`config.mk`:
```
export PLATFORM = sky130hd
export DESIGN_NAME = mfam_ram
export DESIGN_NICKNAME = d
export VERILOG_FILES = /design/src/mesh_face_area_mean_defines.svh /design/src/mfam_ram.sv
export SDC_FILE = /design/constraint.sdc
export NUM_CORES = 1
export LEC_CHECK = 0
export BUFFER_PORTS_ARGS = -buffer_cell sky130_fd_sc_hd__buf_2
export CAP_MARGIN = 0
export CORE_ASPECT_RATIO = 1.5
export CORE_MARGIN = 2
export CORE_UTILIZATION = 42
export DETAILED_ROUTE_END_ITERATION = 10
export PLACE_DENSITY = 0.65
export SYNTH_ARGS = -nofsm -noshare
export SYNTH_HDL_FRONTEND = slang
export SYNTH_SLANG_ARGS = --single-unit
```
`constraint.sdc`:
```
create_clock -name clk -period 4.8 [get_ports clk]
set_input_delay 0.96 -clock clk [delete_from_list [all_inputs] [get_ports clk]]
set_output_delay 0.96 -clock clk [all_outputs]
set_load 0.01 [all_outputs]
```
`src/mesh_face_area_mean_defines.svh`:
```
// Assertion macros shared by the mesh face area RTL.
// Used by the top level; no other dependencies.
`ifndef MESH_FACE_AREA_MEAN_DEFINES_SVH
`define MESH_FACE_AREA_MEAN_DEFINES_SVH

// Checked outside reset only.
`define MFAM_ASSERT(lbl, prop, msg) \
  lbl: assert property (@(posedge clk) disable iff (rst) prop) else $error(msg);

// Checked at every edge, reset included.
`define MFAM_ASSERT_ALWAYS(lbl, prop, msg) \
  lbl: assert property (@(posedge clk) prop) else $error(msg);

`endif

```
`src/mfam_ram.sv`:
```
// Generic simple dual-port RAM with one write port and a registered read port.
// No dependencies.
module mfam_ram #(
  parameter int WIDTH = 8,
  parameter int DEPTH = 16
) (
  input  logic                     clk,
  input  logic                     we,
  input  logic [$clog2(DEPTH)-1:0] waddr,
  input  logic [WIDTH-1:0]         wdata,
  input  logic                     re,
  input  logic [$clog2(DEPTH)-1:0] raddr,
  output logic [WIDTH-1:0]         rdata
);

  logic [WIDTH-1:0] mem [DEPTH];

  always_ff @(posedge clk) begin
    if (we) begin
      mem[waddr] <= wdata;
    end
    if (re) begin
      rdata <= mem[raddr];
    end
  end

endmodule

```
==> reports/summary.txt <==
======================================================================================
Status                                                                       completed
Setup crit end kind                                                          flip-flop
Worst flop-to-flop path startpoint                                           mem[3][7]
Setup TNS                                                                         0 ps
Horizontal die dimension                                                       95.1 µm
Vias per Instance                                                                 5.57
Yosys warns                                                                          0
CP peak stage delay                                                             800 ps
Required time reported for the critical path endpoint                          4950 ps
Gr ovfl total                                                                        0
Buf/Inv on CP                                                                        1
Number of nets in the final layout                                                 285
CP max FO                                                                           32
First-pass GRT wire length                                                    15300 µm
Startpoint class of the critical path                                        input pin
First DRT Iteration DRCs                                                           236
Depth of the worst register-to-register path                                         3
Drt drc                                                                              0
Highest attainable clock frequency                                             384 MHz
Post-detail-place hpwl                                                         6220 µm
Gates resized, CTS repair                                                            0
Netlist area before placement                                                 5230 µm²
Lkg Pwr                                                                        2.01 nW
Overall die height                                                              141 µm
Area of the die                                                              13400 µm²
Root Driver                                                               sky130_fd_sc_hd__clkbuf_16
Post-DR wirelength/cell                                                        22.9 µm
Register-to-Register Setup Slack                                               3330 ps
Standard cell core area                                                      12100 µm²
Port Buffers                                                                        26
Net count after synthesis                                                          248
Reg-to-Reg End                                                                rdata[7]
Post-CTS Hold Buffers                                                                0
Inserted Diodes                                                                      0
Drt first pass iters                                                                 4
Num ports                                                                           27
Final-report setup violation count                                                   0
VDD IR max                                                                    0.261 mV
Kind of path behind the tightest hold check                               flip-flop to flip-flop
Clock period minus worst slack                                                 2610 ps
Max-slew violation count                                                             0
Sum of routed wire length over all layers                                      9900 µm
Sequential share of the synthesized area                                         78.1%
Pwr dens                                                                    447 nW/µm²
Yosys cell types                                                                    18
Unrepaired setup endpoints after global routing                                  false
Number of clock sinks                                                              136
Post-Place Cell Area                                                          5490 µm²
Standard-cell row count                                                             49
Depth of the CTS H-tree                                                              4
Final weighted congestion of routability-driven global placement                 0.717
Headroom to the max-slew limit                                                   25.5%
Worst-margin pin slew                                                          1110 ps
Number of stages on the worst hold path                                              3
Setup clock skew after layout                                                  5.31 ps
Worst Min Path Start                                                        mem[14][4]
Via count                                                                         2406
Data arrival, critical path                                                    2750 ps
Path length in cells of the critical path                                            4
Total routing resource utilization after global routing                          16.6%
Fraction of final layout cells sized beyond drive strength 1                     26.9%
Clock tree buffer depth                                                              2
Pin count of the biggest net entering global routing                                33
Buffers inserted during post-CTS setup optimization                                  0
Number of nets with antenna violations after routing                                 0
Summed area of non-filler cells in the final layout                           6060 µm²
Initial Utilization                                                              43.3%
Clock slew at the register clock pins of the worst setup and hold paths          60 ps
Type of the setup path with the least slack                               input pin to flip-flop
Total of flip-flops plus latches after synthesis                                   136
Worst-case hold path end point                                                rdata[4]
Clock Latency Late Sink                                                         410 ps
CTS tree                                                                          done
Post-Synthesis Cells                                                               229
Max-cap check violation count                                                        0
Layout overhead on the synthesized area                                          15.8%
Inserted Clock Buffers                                                              17
Synthesized area per cell                                                     22.8 µm²
Vias in the first global route                                                    2550
Hold violation total from the final report                                           0
Series of cell instances along the critical path                          buf_2 -> mux4_1 -> a22oi_1 -> nand2_1
Cell at the slowest stage of the critical path                            sky130_fd_sc_hd__buf_2
Antenna violations before repair                                                     0
Family of cells with the greatest summed delay on the critical path       buffers and inverters
Final worst path period share                                                    54.3%
======================================================================================
[worst register-to-register path, cell delays in order, from the launching register on]
cell and delay (ps):
sky130_fd_sc_hd__edfxtp_1 380, sky130_fd_sc_hd__mux4_2 490, sky130_fd_sc_hd__a22oi_1 250, sky130_fd_sc_hd__nand2_1 100
[flip-flops by register name (all words and copies together), names as in the netlist]
signal  count
mem       128
rdata       8
[power by group]
group	total (mW)	switching, mW	internal (mW)
Sequential	1.35	0.00608	1.34
Combinational	0.116	0.0693	0.0465
Clock	1.24	0.442	0.802
[cells by family (layout without fill, tap and decap cells)]
family,after synthesis,in the layout,share of synthesized area (%)
AO/OA/AOI/OAI,16,16,2.30
multiplexers,32,32,14.8
buffers and inverters,10,60,1.65
AND/OR/NAND/NOR,35,35,3.14
flip-flops,136,136,78.1
[worst max path at each step]
| stage | start | end | slack, ps |
|---|---|---|---|
| after detailed placement | raddr[0] | rdata[1] | 1760 |
| after CTS | raddr[0] | rdata[0] | 2160 |
| final | raddr[0] | rdata[0] | 2190 |
| after global placement | raddr[0] | rdata[1] | 1740 |
| after floorplan | waddr[2] | mem[0][0] | 2350 |
| after global routing | raddr[0] | rdata[1] | 2060 |
[per-stage QoR]
stage / cells / util [%] / total power, mW / worst slack [ps] / hold WS [ps]
after global routing: 432 / 50.1 / 2.79 / 2060 / 799
after floorplan: 229 / - / 1.44 / 2350 / 705
after CTS: 432 / 50.1 / 2.72 / 2160 / 749
after detailed placement: 400 / 45.4 / 1.49 / 1760 / 735
final: 432 / 50.1 / 2.71 / 2190 / 742
after global placement: 400 / 45.4 / 1.48 / 1740 / 732
[metal layers]
layer  wire length [µm]  vias to the layer above  GRT usage, %
met5                  0                        -             0
met4                250                        0          7.78
met3                424                       20          4.81
met2               5310                       72          26.6
met1               3910                     1261          20.7
li1                   -                     1053             -
[area by class of cell]
type	count	area (µm²)
Timing Repair Buffer	28	145
Clock buffer	19	433
Tap cell	153	191
Multi-Input combinational cell	83	1070
Fill cell	949	6020
Sequential cell	136	4080
Clock inverter	13	135
[synthesized netlist by cell type]
| cell type | number | area share [%] |
|---|---|---|
| sky130_fd_sc_hd__a22oi_1 | 16 | 2.3 |
| sky130_fd_sc_hd__and2_1 | 1 | 0.12 |
| sky130_fd_sc_hd__and2b_1 | 1 | 0.14 |
| sky130_fd_sc_hd__buf_2 | 3 | 0.29 |
| sky130_fd_sc_hd__buf_4 | 1 | 0.14 |
| sky130_fd_sc_hd__buf_6 | 3 | 0.65 |
| sky130_fd_sc_hd__clkdlybuf4s25_2 | 3 | 0.57 |
| sky130_fd_sc_hd__edfxtp_1 | 136 | 78 |
| sky130_fd_sc_hd__mux4_1 | 14 | 7.0 |
| sky130_fd_sc_hd__mux4_2 | 18 | 7.8 |
| sky130_fd_sc_hd__nand2_1 | 9 | 0.65 |
| sky130_fd_sc_hd__nand2b_1 | 2 | 0.24 |
| sky130_fd_sc_hd__nand3_1 | 1 | 0.096 |
| sky130_fd_sc_hd__nand3b_1 | 2 | 0.29 |
| sky130_fd_sc_hd__nor2_1 | 13 | 0.93 |
| sky130_fd_sc_hd__nor2b_1 | 1 | 0.12 |
| sky130_fd_sc_hd__nor3_1 | 4 | 0.38 |
| sky130_fd_sc_hd__or3b_2 | 1 | 0.17 |
[placed cells by master (no fill, tap or decap)]
master,instances
sky130_fd_sc_hd__clkbuf_1,2
sky130_fd_sc_hd__nand2b_1,2
sky130_fd_sc_hd__clkinv_2,6
sky130_fd_sc_hd__or3b_2,1
sky130_fd_sc_hd__mux4_1,14
sky130_fd_sc_hd__nor3_1,2
sky130_fd_sc_hd__a22oi_1,16
sky130_fd_sc_hd__clkbuf_16,17
sky130_fd_sc_hd__and2b_1,1
sky130_fd_sc_hd__nand3_1,1
sky130_fd_sc_hd__buf_4,2
sky130_fd_sc_hd__mux4_2,18
sky130_fd_sc_hd__clkinv_1,4
sky130_fd_sc_hd__nand2_1,9
sky130_fd_sc_hd__and2_1,1
sky130_fd_sc_hd__nand3b_1,2
sky130_fd_sc_hd__nor2b_1,1
sky130_fd_sc_hd__buf_2,26
sky130_fd_sc_hd__nor3_2,2
sky130_fd_sc_hd__edfxtp_1,136
sky130_fd_sc_hd__bufinv_16,3
sky130_fd_sc_hd__nor2_1,13
(Power assumes the default switching activity.)
