[src/mesh_face_area_mean_defines.svh]
// Assertion macros shared by the mesh face area RTL.
// Used by the top level; no other dependencies.
`ifndef MESH_FACE_AREA_MEAN_DEFINES_SVH
`define MESH_FACE_AREA_MEAN_DEFINES_SVH

// Checked outside reset only.
`define MFAM_ASSERT(lbl, prop, msg) \
  lbl: assert property (@(posedge clk) disable iff (rst) prop) else $error(msg);

// Checked at every edge, reset included.
`define MFAM_ASSERT_ALWAYS(lbl, prop, msg) \
  lbl: assert property (@(posedge clk) prop) else $error(msg);

`endif

[src/mfam_pkg.sv]
// Package for the mesh face area block: widths, codes and the vertex type.
// No dependencies; used by the interfaces, the square root unit and the top level.
package mfam_pkg;

  localparam int VERTEX_DEPTH_DEF = 4096;
  localparam int MAX_FACES_DEF    = 65536;

  localparam int SLOT_W   = 12;
  localparam int CORNER_W = 13;
  localparam int COORD_W  = 24;
  localparam int VTX_W    = 3 * COORD_W;
  localparam int AREA_W   = 48;
  localparam int TOTAL_W  = 56;
  localparam int COUNT_W  = 17;
  localparam int COUNT_MAX = 131071;

  localparam int EDGE_W   = COORD_W + 1;
  localparam int CROSS_W  = 51;
  localparam int SPLIT    = 26;
  localparam int MUL_W    = 27;
  localparam int PROD_W   = 2 * MUL_W;
  localparam int ACC_W    = 104;
  localparam int SUMSQ_W  = 102;
  localparam int ROOT_W   = SUMSQ_W / 2;
  localparam int AREA_SHIFT = 17;

  localparam logic REQ_VERTEX = 1'b0;
  localparam logic REQ_FACE   = 1'b1;

  typedef struct packed {
    logic signed [COORD_W-1:0] x;
    logic signed [COORD_W-1:0] y;
    logic signed [COORD_W-1:0] z;
  } vertex_t;

endpackage

[src/mfam_isqrt.sv]
// Bit-serial integer square root, one result bit per cycle.
// Depends on mfam_pkg for the operand and root widths.
module mfam_isqrt (
  input  logic                          clk,
  input  logic                          rst,
  input  logic                          start,
  input  logic [mfam_pkg::SUMSQ_W-1:0]  operand,
  output logic                          done,
  output logic [mfam_pkg::ROOT_W-1:0]   root
);

  localparam int RW    = mfam_pkg::ROOT_W;
  localparam int REM_W = RW + 2;
  localparam int CNT_W = $clog2(RW);

  logic [mfam_pkg::SUMSQ_W-1:0] op;
  logic [REM_W-1:0]             rem;
  logic [CNT_W-1:0]             cnt;
  logic                         busy;
  logic [REM_W+1:0]             rv;
  logic [REM_W+1:0]             trial;
  logic                         ge;

  always_comb begin
    rv    = {rem, op[mfam_pkg::SUMSQ_W-1 -: 2]};
    trial = (REM_W + 2)'({root, 2'b01});
    ge    = rv >= trial;
  end

  always_ff @(posedge clk) begin
    if (rst) begin
      busy <= 1'b0;
      done <= 1'b0;
    end else begin
      done <= !start && busy && (cnt == CNT_W'(RW - 1));
      if (start) begin
        busy <= 1'b1;
        op   <= operand;
        rem  <= '0;
        root <= '0;
        cnt  <= '0;
      end else if (busy) begin
        op   <= {op[mfam_pkg::SUMSQ_W-3:0], 2'b00};
        rem  <= ge ? REM_W'(rv - trial) : REM_W'(rv);
        root <= {root[RW-2:0], ge};
        cnt  <= cnt + 1'b1;
        if (cnt == CNT_W'(RW - 1)) begin
          busy <= 1'b0;
        end
      end
    end
  end

endmodule
[config.mk]
export PLATFORM = sky130hd
export DESIGN_NAME = mfam_isqrt
export DESIGN_NICKNAME = d
export VERILOG_FILES = /design/src/mesh_face_area_mean_defines.svh /design/src/mfam_pkg.sv /design/src/mfam_isqrt.sv
export SDC_FILE = /design/constraint.sdc
export NUM_CORES = 1
export LEC_CHECK = 0
export BUFFER_PORTS_ARGS = -buffer_cell sky130_fd_sc_hd__buf_2
export CAP_MARGIN = 25
export CORE_MARGIN = 2
export CORE_UTILIZATION = 45
export CTS_CLUSTER_SIZE = 25
export DETAILED_ROUTE_END_ITERATION = 8
export PLACE_DENSITY = 0.7
export SYNTH_ARGS = -nofsm -noshare
export SYNTH_HDL_FRONTEND = slang
export SYNTH_SLANG_ARGS = --single-unit
[constraint.sdc]
create_clock -name clk -period 13.78 [get_ports clk]
set_clock_uncertainty 0.1 [all_clocks]
set_input_delay 1.378 -clock clk [delete_from_list [all_inputs] [get_ports clk]]
set_output_delay 1.378 -clock clk [all_outputs]
set_load 0.1 [all_outputs]
==> flow_results.xml <==
<?xml version="1.0" encoding="UTF-8"?>
<metrics>
  <group name="timing">
    <metric name="transition_time_at_the_pin_with_the_least_slew_margin" unit="ns">1.02</metric>
    <metric name="timing.final.hold_violations" unit="">0</metric>
    <metric name="max-slew-margin-rel" unit="%">32.2</metric>
    <metric name="min_period_over_period" unit="%">30.5</metric>
    <metric name="finalSetupViolCount" unit="">0</metric>
    <metric name="rsz0062_at_grt" unit="">false</metric>
    <metric name="max_freq" unit="MHz">238</metric>
    <metric name="tns" unit="ns">0</metric>
    <metric name="timing.final.crit_period" unit="ns">4.21</metric>
    <metric name="slew_viol_final" unit="">0</metric>
  </group>
  <group name="outcome">
    <metric name="outcome" unit="">completed</metric>
  </group>
  <group name="place">
    <metric name="port_buffers" unit="">156</metric>
    <metric name="placed_area" unit="mm^2">0.0132</metric>
    <metric name="gp_congestion" unit="">0.900</metric>
    <metric name="hpwl" unit="mm">19.3</metric>
  </group>
  <group name="synth">
    <metric name="area_share_of_the_leading_cell_type_in_the_synthesized_netlist" unit="%">52.2</metric>
    <metric name="ys_ff_latch" unit="">214</metric>
    <metric name="post-synth-top-count-cell" unit="">edfxtp_1</metric>
    <metric name="postSynth.topFlopCell" unit="">edfxtp_1</metric>
    <metric name="synth-warning-count" unit="">0</metric>
    <metric name="synthTopCellsByCount" unit="">edfxtp_1 (212), nand2_1 (112), mux2_2 (100), nor2_1 (99), a21oi_1 (91)</metric>
    <metric name="synth.yosys.seq_area_share" unit="%">52.6</metric>
    <metric name="synth_top_cells_by_area" unit="">edfxtp_1 (52%), mux2_2 (9.2%), ha_1 (5.6%)</metric>
    <metric name="syn-mean-instance-area" unit="um^2">11.1</metric>
    <metric name="yosysTopAreaCell" unit="">edfxtp_1</metric>
    <metric name="synth_enable_flop_cells" unit="">212</metric>
    <metric name="synth.cell_area" unit="mm^2">0.0122</metric>
    <metric name="yosys.cell_types.count" unit="">69</metric>
    <metric name="async_flop_share" unit="%">0</metric>
    <metric name="postSynthNetCount" unit="">1258</metric>
    <metric name="synthesis.instances" unit="">1098</metric>
  </group>
  <group name="setup_path">
    <metric name="setup.worst_path.start_class" unit="">flip-flop</metric>
    <metric name="timing.reg2reg.worst_path_depth" unit="">11</metric>
    <metric name="ff2ff_setup_slack" unit="ns">9.57</metric>
    <metric name="worstPathCellList" unit="">ha_1 -&gt; nand4_1 -&gt; nor4_4 -&gt; nand3_1 -&gt; o32ai_2 -&gt; nor2_4 -&gt; o31ai_4 -&gt; a21bo_1 -&gt; buf_4 -&gt; mux2i_1 -&gt; nor2_1</metric>
    <metric name="critPathLaunch" unit="">rem[31]</metric>
    <metric name="reg2reg_to" unit="">rem[40]</metric>
    <metric name="critPathCapture" unit="">rem[40]</metric>
    <metric name="critical_path_arrival" unit="ns">4.37</metric>
    <metric name="rr_startpoint" unit="">rem[31]</metric>
    <metric name="worstSetupEndpointType" unit="">flip-flop</metric>
    <metric name="slowest_cell_delay_on_critical_path" unit="ns">0.74</metric>
    <metric name="type_of_the_setup_path_with_the_least_slack" unit="">flip-flop to flip-flop</metric>
    <metric name="cp_max_fo" unit="">30</metric>
    <metric name="worst_ep_required_time" unit="ns">13.94</metric>
    <metric name="slowest_stage" unit="">a21bo_1</metric>
  </group>
  <group name="clock_network">
    <metric name="cts_hold_repair.buffers" unit="">0</metric>
    <metric name="cts.sink_count" unit="">214</metric>
    <metric name="clk_path_buf_depth" unit="">3</metric>
    <metric name="clock_tree.htree_level_count" unit="">1</metric>
    <metric name="cts-buffers-inserted" unit="">25</metric>
    <metric name="post_cts.resized_instances" unit="">0</metric>
    <metric name="post_cts_setup_buffer_count" unit="">0</metric>
    <metric name="clk_pin_slew_worst_paths" unit="ns">0.06</metric>
    <metric name="cts_tree" unit="">done</metric>
    <metric name="cts_root_buffer" unit="">clkbuf_16</metric>
    <metric name="clock_insertion_delay_worst_skew" unit="ns">0.54</metric>
  </group>
  <group name="global_route">
    <metric name="globalRoute.totalOverflow" unit="">0</metric>
    <metric name="track_usage" unit="%">19.2</metric>
    <metric name="grt_start_max_net_pins" unit="">82</metric>
    <metric name="antenna_found_initial" unit="">3</metric>
    <metric name="grt_first_pass_wirelength" unit="mm">44.8</metric>
    <metric name="via_count_of_the_first_global_routing_pass" unit="">8912</metric>
  </group>
  <group name="drt">
    <metric name="detailedRoute.firstPassIterationCount" unit="">5</metric>
    <metric name="wl_per_cell" unit="um">17.2</metric>
    <metric name="totalWireLength" unit="mm">27.2</metric>
    <metric name="drtIter0Drc" unit="">497</metric>
    <metric name="drcViolationCount" unit="">0</metric>
    <metric name="m1WireLength" unit="mm">11.9</metric>
    <metric name="top_signal_layer_used" unit="">met5</metric>
    <metric name="detailroute.via_count" unit="">8706</metric>
    <metric name="wl_met2" unit="mm">12.6</metric>
    <metric name="number_of_antenna_violating_nets_in_the_routed_design" unit="">0</metric>
    <metric name="met3_wirelength" unit="mm">2.14</metric>
    <metric name="routed_via_density" unit="">5.48</metric>
  </group>
  <group name="floorplanning">
    <metric name="std_cell_rows" unit="">60</metric>
    <metric name="pin_count" unit="">157</metric>
    <metric name="floorplan.die.height" unit="um">169</metric>
    <metric name="core" unit="mm^2">0.0268</metric>
    <metric name="floorplan.initialDensity" unit="%">45.5</metric>
    <metric name="dieWidth" unit="um">169</metric>
    <metric name="design.die.area" unit="mm^2">0.0284</metric>
  </group>
  <group name="power_and_ir_drop">
    <metric name="maximum_vdd_drop" unit="mV">0.0887</metric>
    <metric name="leakage" unit="nW">5.56</metric>
    <metric name="power.density" unit="mW/mm^2">137</metric>
  </group>
  <group name="finish">
    <metric name="layout.nets" unit="">1388</metric>
    <metric name="layout-area-overhead-vs-synth" unit="%">14.4</metric>
    <metric name="finalInstanceArea" unit="mm^2">0.0139</metric>
    <metric name="drive_gt1_share" unit="%">25.0</metric>
  </group>
  <group name="job">
    <metric name="maxCapViolations" unit="">0</metric>
  </group>
  <group name="min_path">
    <metric name="timing.hold.worst.class" unit="">flip-flop to flip-flop</metric>
  </group>
</metrics>
==> cells by family (layout without fill, tap and decap cells) <==
kind of cell	count (synthesis)	after routing	share of synthesized area [%]
AOI/OAI and AO/OA	242	242	12.9
xor gates and xnor gates	48	48	3.45
adders and majority gates	55	55	5.65
buffers and inverters	135	283	4.72
DFF	214	214	52.6
muxes	102	102	9.40
other	0	1	0
and+or+nand+nor	302	302	11.3
==> state kept, by name, indices dropped and copies added, names as in the netlist <==
signal	cells
done	1
busy	1
cnt	6
op	102
rem	53
root	51
==> critical path, delay by kind of cell (launching register included) <==
kind,cells,cell delay (ns)
compound gates,3,1.39
simple gates,5,0.83
fa+ha+maj,1,0.47
buf+inv,1,0.45
flops,1,0.42
mux,1,0.24
==> how the worst min path moves through the flow <==
stage,startpoint,end,cells after the start,slack [ns]
final,busy,done,2,0.37
after global routing,busy,done,2,0.40
after CTS,busy,done,2,0.37
after detailed placement,busy,done,2,0.35
after global placement,busy,done,2,0.36
after floorplan,busy,done,2,0.33
==> through the flow <==
stage | setup slack [ns] | instances | total power (W) | utilization, % | hold WS, ns
after floorplan | 2.01 | 1098 | 0.00121 | - | 0.329
after global placement | 9.36 | 1541 | 0.00129 | 49.1 | 0.358
after detailed placement | 9.29 | 1541 | 0.00130 | 49.1 | 0.347
after CTS | 9.55 | 1586 | 0.00192 | 51.9 | 0.367
after global routing | 9.21 | 1588 | 0.00200 | 52.0 | 0.402
final | 9.57 | 1588 | 0.00191 | 52.0 | 0.367
==> layout make-up <==
| cell class | count | area, um^2 |
|---|---|---|
| flip-flops and latches | 214 | 6410 |
| inverters | 74 | 278 |
| repair buffers | 164 | 867 |
| clock inverters | 12 | 98.8 |
| fillers | 2425 | 12900 |
| clock buffers | 33 | 656 |
| well taps | 341 | 427 |
| diodes | 1 | 2.50 |
| multi-input cells | 749 | 5220 |
==> metal layers <==
layer  track usage (%)  up-vias
met5                 0        -
met1              24.5     4159
met4              4.05        4
met2              31.9      231
li1                  -     4271
met3              6.31       41
==> power by group <==
| group | switching [W] | internal [W] | leakage [nW] |
|---|---|---|---|
| sequential | 0.0000212 | 0.000785 | 2.07 |
| clock | 0.000267 | 0.000355 | 0.363 |
| combinational | 0.000308 | 0.000174 | 3.13 |
==> placed cells by master, fill, tap and decap left out, types with 3 or more instances in the layout <==
cell type / synthesis / routed
a211o_1: 3 / 3
a211oi_1: 14 / 14
a21boi_0: 3 / 3
a21o_1: 23 / 23
a21oi_1: 91 / 91
a31o_2: 3 / 3
a31oi_1: 16 / 16
and3_1: 8 / 8
buf_2: 21 / 155
buf_4: 3 / 7
clkbuf_1: 29 / 8
clkbuf_16: 0 / 25
clkinv_1: 0 / 6
edfxtp_1: 212 / 212
ha_1: 55 / 55
inv_1: 74 / 74
mux2_2: 100 / 100
nand2_1: 112 / 112
nand2b_1: 7 / 7
nand3_1: 17 / 17
nand4_1: 16 / 16
nor2_1: 99 / 98
nor2b_1: 6 / 6
nor3_1: 10 / 10
nor4_1: 8 / 8
o21a_1: 4 / 4
o21ai_0: 38 / 38
o21bai_1: 12 / 12
o221ai_1: 3 / 3
o31ai_1: 3 / 3
or3_1: 4 / 4
xnor2_1: 34 / 34
xor2_1: 14 / 14
Note: power is estimated with default switching activity, not from simulation.
